**src/crpd_pkg.sv**
```systemverilog
package crpd_pkg;

    // Sizes
    localparam int MAX_PACKET_DEF = 128;
    localparam int POS_W          = 8;
    localparam int ID_LIMIT_W     = 17;
    localparam int REC_W          = 48;
    localparam int TDATA_W        = 56;
    localparam int TUSER_W        = 2;

    // Framing
    localparam logic [7:0]       SYNC_BYTE     = 8'hFF;
    localparam logic [POS_W-1:0] POS_HUNT      = 8'd0;
    localparam logic [POS_W-1:0] POS_SYNC2     = 8'd1;
    localparam logic [POS_W-1:0] POS_MSG       = 8'd2;
    localparam logic [POS_W-1:0] POS_LEN_LO    = 8'd3;
    localparam logic [POS_W-1:0] POS_LEN_HI    = 8'd4;
    localparam logic [POS_W-1:0] PAYLOAD_START = 8'd5;
    localparam logic [POS_W-1:0] MIN_LENGTH    = 8'd6;
    // Shortest packet that holds one whole record
    localparam logic [POS_W-1:0] MIN_REC_LENGTH = 8'd12;
    localparam logic [2:0]       REC_LAST_BYTE  = 3'd5;

    localparam logic [ID_LIMIT_W-1:0] ID_LIMIT_RESET = 17'h10000;

    // Message ids
    localparam logic [7:0] MSG_RECORDS  = 8'd1;
    localparam logic [7:0] MSG_SEND_ALL = 8'd2;

    // Result kinds
    localparam logic [TUSER_W-1:0] KIND_DATA     = 2'd0;
    localparam logic [TUSER_W-1:0] KIND_ACCEPT   = 2'd1;
    localparam logic [TUSER_W-1:0] KIND_SEND_ALL = 2'd2;
    localparam logic [TUSER_W-1:0] KIND_RESEND   = 2'd3;

    // Controller to datapath
    typedef struct packed {
        logic rx_ready;
        logic rec_shift;
        logic rec_put;
        logic stat_put;
    } crpd_cmd_t;

    // Datapath to controller
    typedef struct packed {
        logic final_byte;
        logic walk;
        logic rec_done;
        logic rec_pass;
        logic rec_more;
        logic out_free;
    } crpd_status_t;

endpackage

```
**src/checksummed_record_packet_deframer_core.sv**
```systemverilog
// Channel   Direction  Handshake          Payload
// s_*       in         s_tvalid/s_tready  s_tdata = rx_byte
// m_*       out        m_tvalid/m_tready  m_tdata, m_tuser = kind, m_tlast = last of run
// cfg_*     in         cfg_valid/cfg_ready cfg_data = id_limit
//
// Header, id, length and payload bytes are taken one per cycle while s_tready is high.
// After the final byte, input stalls while the buffer is walked: each stored byte is read
// (S_RD, single registered read port) and shifted in (S_SHIFT), each record is handed
// over in S_PUT, then the status in S_STAT, waiting on m_tready while the output is full.
// rst_n clears the framing state, id_limit and the output valid; the buffer is not cleared.
// The output register lets a pending result wait while new bytes are taken.
module checksummed_record_packet_deframer_core
    import crpd_pkg::*;
#(
    parameter int MAX_PACKET = MAX_PACKET_DEF
)
(
    input  logic                  clk,
    input  logic                  rst_n,
    input  logic                  s_tvalid,
    output logic                  s_tready,
    input  logic [7:0]            s_tdata,   // [7:0] rx_byte
    output logic                  m_tvalid,
    input  logic                  m_tready,
    output logic [TDATA_W-1:0]    m_tdata,   // [15:0] record_id, [47:16] record_value,
                                             // [55:48] message_id
    output logic [TUSER_W-1:0]    m_tuser,   // [1:0] result_kind
    output logic                  m_tlast,
    input  logic                  cfg_valid,
    output logic                  cfg_ready,
    input  logic [ID_LIMIT_W-1:0] cfg_data
);

    crpd_cmd_t    cmd;
    crpd_status_t stat;

    assign s_tready  = cmd.rx_ready;
    assign cfg_ready = 1'b1;

    crpd_controller u_ctrl (
        .clk   (clk),
        .rst_n (rst_n),
        .stat  (stat),
        .cmd   (cmd)
    );

    crpd_datapath #(
        .MAX_PACKET (MAX_PACKET)
    ) u_dp (
        .clk       (clk),
        .rst_n     (rst_n),
        .s_tvalid  (s_tvalid),
        .s_tdata   (s_tdata),
        .cfg_valid (cfg_valid),
        .cfg_data  (cfg_data),
        .cmd       (cmd),
        .stat      (stat),
        .m_tvalid  (m_tvalid),
        .m_tready  (m_tready),
        .m_tdata   (m_tdata),
        .m_tuser   (m_tuser),
        .m_tlast   (m_tlast)
    );

endmodule

```
**src/crpd_datapath.sv**
```systemverilog
module crpd_datapath
    import crpd_pkg::*;
#(
    parameter int MAX_PACKET = MAX_PACKET_DEF
)
(
    input  logic                  clk,
    input  logic                  rst_n,
    input  logic                  s_tvalid,
    input  logic [7:0]            s_tdata,
    input  logic                  cfg_valid,
    input  logic [ID_LIMIT_W-1:0] cfg_data,
    input  crpd_cmd_t             cmd,
    output crpd_status_t          stat,
    output logic                  m_tvalid,
    input  logic                  m_tready,
    output logic [TDATA_W-1:0]    m_tdata,
    output logic [TUSER_W-1:0]    m_tuser,
    output logic                  m_tlast
);

    localparam int               AW      = $clog2(MAX_PACKET);
    localparam logic [POS_W-1:0] MAX_LEN = POS_W'(MAX_PACKET);

    logic [7:0] mem [MAX_PACKET];

    logic [POS_W-1:0]      pos_reg, pos_next;
    logic [7:0]            sum_reg, sum_next;
    logic [7:0]            msg_reg, msg_next;
    logic [POS_W-1:0]      len_reg, len_next;
    logic [ID_LIMIT_W-1:0] id_limit_reg;
    logic [TUSER_W-1:0]    kind_reg;
    logic [POS_W-1:0]      ptr_reg;
    logic [2:0]            cnt_reg;
    logic [REC_W-1:0]      rec_reg;
    logic [7:0]            rd_data_reg;
    logic                  m_tvalid_reg;
    logic [TDATA_W-1:0]    m_tdata_reg;
    logic [TUSER_W-1:0]    m_tuser_reg;
    logic                  m_tlast_reg;

    logic                  rx_fire;
    logic                  mem_we;
    logic                  final_byte;
    logic                  sum_ok;
    logic [TUSER_W-1:0]    kind_next;
    logic [POS_W-1:0]      pos_inc;
    logic [POS_W:0]        ptr_ext;

    assign rx_fire = s_tvalid & cmd.rx_ready;
    assign pos_inc = pos_reg + 8'd1;
    assign sum_ok  = (sum_reg == s_tdata);
    assign ptr_ext = {1'b0, ptr_reg};

    // Walk the framing positions for one received byte
    always_comb
    begin
        pos_next   = pos_reg;
        sum_next   = sum_reg;
        msg_next   = msg_reg;
        len_next   = len_reg;
        mem_we     = 1'b0;
        final_byte = 1'b0;
        if (rx_fire)
        begin
            unique case (pos_reg)
                POS_HUNT:
                begin
                    if (s_tdata == SYNC_BYTE)
                    begin
                        sum_next = s_tdata;
                        msg_next = 8'd0;
                        len_next = '0;
                        pos_next = POS_SYNC2;
                    end
                end
                POS_SYNC2:
                begin
                    if (s_tdata == SYNC_BYTE)
                    begin
                        sum_next = sum_reg + s_tdata;
                        pos_next = POS_MSG;
                    end
                    else
                    begin
                        pos_next = POS_HUNT;
                    end
                end
                POS_MSG:
                begin
                    msg_next = s_tdata;
                    sum_next = sum_reg + s_tdata;
                    pos_next = POS_LEN_LO;
                end
                POS_LEN_LO:
                begin
                    len_next = s_tdata;
                    sum_next = sum_reg + s_tdata;
                    pos_next = POS_LEN_HI;
                end
                POS_LEN_HI:
                begin
                    // Drop the frame on a length out of range
                    if (s_tdata != 8'd0 || len_reg < MIN_LENGTH || len_reg > MAX_LEN)
                    begin
                        pos_next = POS_HUNT;
                    end
                    else
                    begin
                        sum_next = sum_reg + s_tdata;
                        pos_next = PAYLOAD_START;
                    end
                end
                default:
                begin
                    if (pos_reg >= len_reg || pos_reg >= MAX_LEN)
                    begin
                        pos_next = POS_HUNT;
                    end
                    else
                    begin
                        mem_we = 1'b1;
                        if (pos_inc == len_reg)
                        begin
                            final_byte = 1'b1;
                            pos_next   = POS_HUNT;
                        end
                        else
                        begin
                            sum_next = sum_reg + s_tdata;
                            pos_next = (pos_inc >= MAX_LEN) ? POS_HUNT : pos_inc;
                        end
                    end
                end
            endcase
        end
    end

    // Pick the status kind from the checksum and message id
    always_comb
    begin
        if (!sum_ok)
        begin
            kind_next = KIND_RESEND;
        end
        else if (msg_reg == MSG_SEND_ALL)
        begin
            kind_next = KIND_SEND_ALL;
        end
        else
        begin
            kind_next = KIND_ACCEPT;
        end
    end

    assign stat.final_byte = final_byte;
    assign stat.walk       = sum_ok && (msg_reg == MSG_RECORDS) && (len_reg >= MIN_REC_LENGTH);
    assign stat.rec_done   = (cnt_reg == REC_LAST_BYTE);
    assign stat.rec_pass   = ({1'b0, rec_reg[15:0]} < id_limit_reg);
    assign stat.rec_more   = (ptr_ext + 9'd7 <= {1'b0, len_reg});
    assign stat.out_free   = !m_tvalid_reg || m_tready;

    // Control state and configuration
    always_ff @(posedge clk or negedge rst_n)
    begin
        if (!rst_n)
        begin
            pos_reg      <= POS_HUNT;
            sum_reg      <= 8'd0;
            msg_reg      <= 8'd0;
            len_reg      <= '0;
            id_limit_reg <= ID_LIMIT_RESET;
            m_tvalid_reg <= 1'b0;
        end
        else
        begin
            pos_reg <= pos_next;
            sum_reg <= sum_next;
            msg_reg <= msg_next;
            len_reg <= len_next;
            if (cfg_valid)
            begin
                id_limit_reg <= cfg_data;
            end
            if (cmd.rec_put || cmd.stat_put)
            begin
                m_tvalid_reg <= 1'b1;
            end
            else if (m_tready)
            begin
                m_tvalid_reg <= 1'b0;
            end
        end
    end

    // Packet buffer with registered read
    always_ff @(posedge clk)
    begin
        if (mem_we)
        begin
            mem[pos_reg[AW-1:0]] <= s_tdata;
        end
        rd_data_reg <= mem[ptr_reg[AW-1:0]];
    end

    // Record assembly and output payload
    always_ff @(posedge clk)
    begin
        if (final_byte)
        begin
            kind_reg <= kind_next;
            ptr_reg  <= PAYLOAD_START;
            cnt_reg  <= 3'd0;
        end
        else if (cmd.rec_shift)
        begin
            rec_reg <= {rd_data_reg, rec_reg[REC_W-1:8]};
            ptr_reg <= ptr_reg + 8'd1;
            cnt_reg <= (cnt_reg == REC_LAST_BYTE) ? 3'd0 : cnt_reg + 3'd1;
        end
        if (cmd.rec_put)
        begin
            m_tdata_reg <= {msg_reg, rec_reg};
            m_tuser_reg <= KIND_DATA;
            m_tlast_reg <= 1'b0;
        end
        else if (cmd.stat_put)
        begin
            m_tdata_reg <= {msg_reg, {REC_W{1'b0}}};
            m_tuser_reg <= kind_reg;
            m_tlast_reg <= 1'b1;
        end
    end

    assign m_tvalid = m_tvalid_reg;
    assign m_tdata  = m_tdata_reg;
    assign m_tuser  = m_tuser_reg;
    assign m_tlast  = m_tlast_reg;

endmodule

```
**src/crpd_controller.sv**
```systemverilog
module crpd_controller
    import crpd_pkg::*;
(
    input  logic         clk,
    input  logic         rst_n,
    input  crpd_status_t stat,
    output crpd_cmd_t    cmd
);

    localparam logic [2:0] S_RX    = 3'd0;
    localparam logic [2:0] S_RD    = 3'd1;
    localparam logic [2:0] S_SHIFT = 3'd2;
    localparam logic [2:0] S_PUT   = 3'd3;
    localparam logic [2:0] S_STAT  = 3'd4;

    logic [2:0] state_reg, state_next;

    // Sequence receive, buffer walk and result output
    always_comb
    begin
        state_next    = state_reg;
        cmd           = '0;
        unique case (state_reg)
            S_RX:
            begin
                cmd.rx_ready = 1'b1;
                if (stat.final_byte)
                begin
                    state_next = stat.walk ? S_RD : S_STAT;
                end
            end
            S_RD:
            begin
                state_next = S_SHIFT;
            end
            S_SHIFT:
            begin
                cmd.rec_shift = 1'b1;
                state_next    = stat.rec_done ? S_PUT : S_RD;
            end
            S_PUT:
            begin
                if (!stat.rec_pass || stat.out_free)
                begin
                    cmd.rec_put = stat.rec_pass;
                    state_next  = stat.rec_more ? S_RD : S_STAT;
                end
            end
            S_STAT:
            begin
                if (stat.out_free)
                begin
                    cmd.stat_put = 1'b1;
                    state_next   = S_RX;
                end
            end
            default:
            begin
                state_next = S_RX;
            end
        endcase
    end

    always_ff @(posedge clk or negedge rst_n)
    begin
        if (!rst_n)
        begin
            state_reg <= S_RX;
        end
        else
        begin
            state_reg <= state_next;
        end
    end

endmodule

```
**config.mk**
```make
export PLATFORM = sky130hd
export DESIGN_NAME = checksummed_record_packet_deframer_core
export DESIGN_NICKNAME = d
export VERILOG_FILES = /design/src/crpd_pkg.sv /design/src/checksummed_record_packet_deframer_core.sv /design/src/crpd_datapath.sv /design/src/crpd_controller.sv
export SDC_FILE = /design/constraint.sdc
export NUM_CORES = 1
export LEC_CHECK = 0
export BUFFER_PORTS_ARGS = -buffer_cell sky130_fd_sc_hd__buf_4
export CORE_ASPECT_RATIO = 1.75
export CORE_UTILIZATION = 56
export DETAILED_ROUTE_END_ITERATION = 16
export GPL_TIMING_DRIVEN = 0
export PLACE_DENSITY_LB_ADDON = 0.1
export SYNTH_ARGS = -nofsm -noshare
export SYNTH_HDL_FRONTEND = slang
export SYNTH_SLANG_ARGS = --single-unit
```
**constraint.sdc**
```tcl
create_clock -name clk -period 6.6 [get_ports clk]
set_input_delay 1.32 -clock clk [delete_from_list [all_inputs] [get_ports clk]]
set_output_delay 1.32 -clock clk [all_outputs]
set_load 0.03 [all_outputs]
```
=== After elaboration in Yosys (flattened, before gate mapping) ===
Memory sizes are Yosys's and may differ from the RTL's. A register that Yosys moved wholly into a read port is not among the register bits.
Index checks and enable logic that the tools add are counted.

* Register bits: 173
* Memory bits (writable): 1024
* Memories: 1

{| class="wikitable"
|+ Memory list
! name !! words !! width !! read ports !! clocked after memory_dff !! wr ports !! line !! text
|-
| u_dp.mem || 128 || 8 || 1 || 1 || 1 || crpd_datapath.sv:25 || <nowiki>logic [7:0] mem [MAX_PACKET];</nowiki>
|}

* $add $sub $neg: 5
* $lt $le $gt $ge: 8
* Equality and inequality tests: 22
* Muxes and demuxes: 44
* Bitwise operators: 2
* Reductions and logical operators: 25

{| class="wikitable"
|+ Operators with widths
! kind !! count
|-
| $mux 56 || 2
|-
| $mux 8 || 10
|-
| $pmux 8 s5 || 1
|-
| $pmux 8 s2 || 2
|-
| $pmux 8 s4 || 1
|-
| $eq 8x2->1 const B || 3
|-
| $mux 3 || 7
|-
| $lt 16x17->1 || 1
|-
| $mux 1 || 17
|-
| $add 8x1->8 const B || 2
|-
| $eq 8x1->1 const B || 2
|-
| $eq 8x8->1 || 2
|-
| $ge 8x8->1 const B || 2
|-
| $pmux 3 s5 || 1
|-
| $ne 2x1->1 const B || 5
|-
| $ne 5x5->1 const B || 2
|-
| $add 8x3->9 const B || 1
|-
| $le 9x8->1 || 1
|-
| $reduce_and 3->1 || 3
|-
| $add 8x8->8 || 1
|-
| $eq 8x3->1 const B || 1
|-
| $eq 8x8->1 const B || 1
|-
| $ge 8x4->1 const B || 1
|-
| $ge 8x8->1 || 1
|-
| 21 further kinds || 36
|}

=== Logic depth before layout (Yosys ltp) ===
* Depth in word-level cells: 8
* Gate-level depth with buffers: 16
* Mapped depth without buffers: 12

=== By module ===
Synthesis repeated with hierarchy kept, for this count alone.

* Cells, all modules: 2440
* Area total of the unflattened synthesis: 48053.6 µm²

{| class="wikitable"
|+ By module, submodules not included
! module !! times used !! cells an instance !! area each (µm²) !! seq. area each (µm²)
|-
| crpd_datapath || 1 || 2411 || 47814.6 || 35625.4
|-
| crpd_controller || 1 || 27 || 227.7 || 75.1
|-
| checksummed_record_packet_deframer_core || 1 || 2 || 11.3 || 0.0
|}

=== Worst setup path after synthesis ===
Ideal clock, no wire load.

* Path kind: register -> register
* Start point: register u_dp.rec_reg[14]
* End point: register u_dp.m_tdata_reg[0], in the netlist u_dp.m_tdata[0] (enable)
* Setup time: 488 ps
* Arrival time: 4262 ps
* Required time: 6112 ps
* Setup slack: 1850 ps
* Stages on the path, launching flop included: 8
* Path buffers: 0
* Cells stage by stage: edfxtp_1 -> ha_1 -> a21o_1 -> a21oi_1 -> nor2_1 -> nor4b_1 -> nand2_1 -> a21oi_1

* Word-level cells in the longest chain between the ends: 6

{| class="wikitable"
|+ RTL lines
! what !! line !! text
|-
| start, declared || crpd_datapath.sv:35 || <nowiki>logic [REC_W-1:0] rec_reg;</nowiki>
|-
| start signal, assigned || crpd_datapath.sv:217 || <nowiki>rec_reg <= {rd_data_reg, rec_reg[REC_W-1:8]};</nowiki>
|-
| $lt 16x17->1 * || crpd_datapath.sv:159 || <nowiki>assign stat.rec_pass = ({1'b0, rec_reg[15:0]} < id_limit_reg);</nowiki>
|-
| $logic_not 1->1 || crpd_controller.sv:43 || <nowiki>if (!stat.rec_pass || stat.out_free)</nowiki>
|-
| $logic_or 1x1->1 || crpd_controller.sv:43 ||
|-
| $mux 1 * || crpd_controller.sv:43 ||
|-
| $mux 1 * || crpd_controller.sv:23 || <nowiki>unique case (state_reg)</nowiki>
|-
| $reduce_bool 2->1 (no source line) * || n/a ||
|-
| end signal, assigned || crpd_datapath.sv:223 || <nowiki>m_tdata_reg <= {msg_reg, rec_reg};</nowiki>
|-
| end signal, assigned || crpd_datapath.sv:229 || <nowiki>m_tdata_reg <= {msg_reg, {REC_W{1'b0}}};</nowiki>
|-
| end, declared || crpd_datapath.sv:38 || <nowiki>logic [TDATA_W-1:0] m_tdata_reg;</nowiki>
|}

Mark *: on every way between the ends. The rest lies on a longest branch, timed or not.
A chain may end at the register's enable or synchronous reset.

=== Final worst setup path ===
* Start point: register u_dp.pos_reg[0]
* End point: memory u_dp.mem[65][0] (enable)

* Word-level cells in the longest chain between the ends: 7
* Elaborated cells between the ends (all ways): 14
* Those cells by class: order compare (2); eq/ne (4); mux (5); reduce/logical (3)

{| class="wikitable"
|+ RTL lines
! what !! line !! text
|-
| start, declared || crpd_datapath.sv:27 || <nowiki>logic [POS_W-1:0] pos_reg, pos_next;</nowiki>
|-
| start signal, assigned || crpd_datapath.sv:177 || <nowiki>pos_reg <= pos_next;</nowiki>
|-
| $ge 8x8->1 || crpd_datapath.sv:116 || <nowiki>if (pos_reg >= len_reg || pos_reg >= MAX_LEN)</nowiki>
|-
| $logic_or 1x1->1 || crpd_datapath.sv:116 ||
|-
| $mux 1 || crpd_datapath.sv:116 ||
|-
| $mux 1 || crpd_datapath.sv:66 || <nowiki>unique case (pos_reg)</nowiki>
|-
| $mux 1 || crpd_datapath.sv:64 || <nowiki>if (rx_fire)</nowiki>
|-
| $mux 1 || crpd_datapath.sv:199 || <nowiki>if (mem_we)</nowiki>
|-
| $mux 1 (implied by the code) || crpd_datapath.sv:201 || <nowiki>mem[pos_reg[AW-1:0]] <= s_tdata;</nowiki>
|-
| end, declared || crpd_datapath.sv:25 ||
|}

Several ways; a longest one is shown, not always the timed one.

==> results.toml <==
[global_route]
globalRouteTotalUtil_pct = 29.70
grt_pass1_wl_um = 177700
grt_max_degree = 136
antenna_found_initial = 1
grt.overflow.total = 0
grt_pass1_vias = 24970

[die]
fp.dieH_um = 387.9
core_um2 = 84330
io-pin-count = 92
rows = 141
start_util_pct = 56.50
die_w_um = 222.5
die_area_um2 = 86300

[sta]
tns_ns = 0
slew_violations = 0
grt_setup_unrepaired = "no"
setup_viol = 0
tightest_slew_ns = 1.360
period_needed_ns = 5.393
max_freq_mhz = 185.4
slew-limit-headroom_pct = 9.356
worst_slack_ns = 1.207
post-route-period-util_pct = 81.72
finClkSkew_ns = 0.01830
final-hold-violation-count = 0

[worst_setup_path]
critPathLaunch = "u_dp.pos_reg[0]$_DFFE_PN0P_"
required_ns = 6.91
startpoint_type = "flip-flop"
crit_type = "reg2reg"
arrival_ns = 5.70
ff2ff_path_depth = 9
reg2reg_setup_slack_ns = 1.21
crit_fanout = 10
endpoint_kind = "flip-flop"
regToRegStartpoint = "u_dp.pos_reg[0]$_DFFE_PN0P_"
r2r-end = "u_dp.mem[65][0]$_DFFE_PP_"

[clock_network]
cts_hold_buffers = 0
cts_inserted_buffers = 105
cts.clk_slew.worst_paths_ns = 0.07
htreeDepth = 3
cts_sinks = 1205
clockRootBuffer = "clkbuf_16"
cts_setup_buffers = 0
clk_latency_ns = 0.70
cts_resized = 0
clk_path_buf_depth = 3
cts_tree = "done"

[cells_and_area]
fin_util_pct = 63.39
seqCellArea_um2 = 35700
area_delta_synth_final_pct = 12.19
num-fill-cells = 5718
antenna_cells = 0
largest_register_ffs = 1024
final_cell_mix = "edfxtp_1 (1130), mux4_2 (304), nor2_1 (167)"
fin_nets = 2641
multi_input_area_um2 = 11330
drive_above_1_share_pct = 24.06
final_common_cell = "edfxtp_1"
layout.cells.non_filler = 3724

[synth]
yosys.area.top_type = "edfxtp_1"
synthCells = 2359
synth.avg_cell_area_um2 = 20.20
ys.flop_type = "edfxtp_1"
syn_area_um2 = 47650
synth_edf_count = 1130
synthDistinctLibCells = 74
yosys.area.top_type_share_pct = 71.22
ys_seq_elements = 1205
synth_fp_nets = 2434
async_flop_share_pct = 4.398
ys.warnings.count = 0
yosys-top-cells-area = "edfxtp_1 (71%), mux4_2 (14%), dfrtp_1 (2.7%)"
synth_seq_area_share_pct = 74.93

[routing]
drc_errors = 0
drt-vias-per-instance = 6.543
wl_um = 125100
first_iter_violations = 2301
routedWlPerCell_um = 33.59
via_count = 24370
first_pass_iters = 7
ant_nets = 0

[place]
post-dp-hpwl_um = 84330
numPortBuffers = 90
gp_congestion = 0.9678
dp_slack_ns = 1.430
dp.cells = 3523

[status]
status = "finished, final reports clean"

[min_path]
whs_endpoint = "u_dp.rec_reg[47]$_DFFE_PP_"
holdPathStages = 0
worstHoldPathType = "reg2reg"
worst_hold_startpoint = "u_dp.rd_data_reg[7]$_DFF_P_"

[power_and_ir_drop]
leakagePower_nw = 17.47
total_power_mw = 19.01
ir_drop_mv = 0.2285
power_density_nw_per_um2 = 355.6

[run]
cap_violations = 0
## where the power goes
part           internal [mW]  total, mW  leakage, nW  switching [mW]
Sequential              8.59       8.75         10.9           0.165
Combinational           1.43       3.98         4.84            2.55
Clock                   3.48       6.27         1.68            2.78
## metal layers
metal,vias up,track usage [%],wire length [um]
li1,10120,-,-
met1,12790,33.34,41440
met2,1141,53.13,66840
met3,313,4.159,7877
met4,2,18.62,8910
met5,-,0,7
## worst max path at each step
stage / cells after the start / slack, ns / to
final: 9 / 1.21 / u_dp.mem[65][0]$_DFFE_PP_
after global routing: 9 / 1.12 / u_dp.mem[65][0]$_DFFE_PP_
after CTS: 9 / 1.42 / u_dp.mem[65][0]$_DFFE_PP_
after detailed placement: 9 / 1.43 / u_dp.mem[65][0]$_DFFE_PP_
after global placement: 7 / 0.24 / u_dp.m_tdata[29]$_SDFFCE_PN0P_
after floorplan: 7 / 1.85 / u_dp.m_tdata[0]$_SDFFCE_PN0P_
## worst max-delay path, cell delays in order, from the launching register on
cell and delay [ns]:
dfrtp_1 0.49, inv_1 0.33, ha_1 0.31, nand2b_1 0.15
a2111oi_0 0.54, o31ai_1 0.30, nor3_1 0.33, nand4_1 0.70
clkbuf_1 0.66, nor2_1 1.17
## stage by stage
step	hold WS, ns	instance area, um^2
final	0.4044	53460
after CTS	0.4041	53200
after global routing	0.4142	53460
after floorplan	0.3855	47650
after global placement	0.3941	49660
after detailed placement	0.3895	49720
## cell type report
cell class / instances / area share (%)
Buffer: 111 / 0.9409
Clock inverter: 68 / 1.259
Clock buffer: 125 / 5.255
Timing Repair Buffer: 100 / 1.807
Inverter: 35 / 0.2458
Multi-Input combinational cell: 1008 / 21.20
Tap cell: 1072 / 2.509
Sequential cell: 1205 / 66.79
## cell usage after synthesis, types with 3 or more instances
library cell,number
a211oi_1,6
a21o_1,11
a21oi_1,39
a22o_1,16
a22oi_1,24
a311oi_1,3
a31oi_1,10
and2_1,53
and3_1,6
and4_1,4
buf_1,13
buf_2,42
buf_4,7
clkbuf_1,48
dfrtp_1,52
dfxtp_1,22
edfxtp_1,1130
ha_1,44
inv_1,35
mux2i_1,22
mux4_2,304
nand2_1,61
nand2b_1,9
nand3_1,17
nand4_1,23
nand4_2,6
nor2_1,168
nor2b_1,13
nor3_1,12
nor3b_1,8
nor4_1,7
o211ai_1,6
o21ai_0,41
o221ai_1,13
o22ai_1,4
or3_1,6
xnor2_1,14
xor2_1,12
## kinds of logic (layout without fill, tap and decap cells)
group           Yosys count  in the layout  synth area share (%)
other cells               1              1              0.007870
buf+inv                 146            439                 1.331
mux                     330            330                 14.93
flops                  1205           1205                 74.93
compound gates          196            196                 2.807
xor+xnor                 27             27                0.5278
simple gates            409            409                 4.275
fa+ha+maj                45             45                 1.197
No activity file was read; power rests on OpenSTA's default activity.
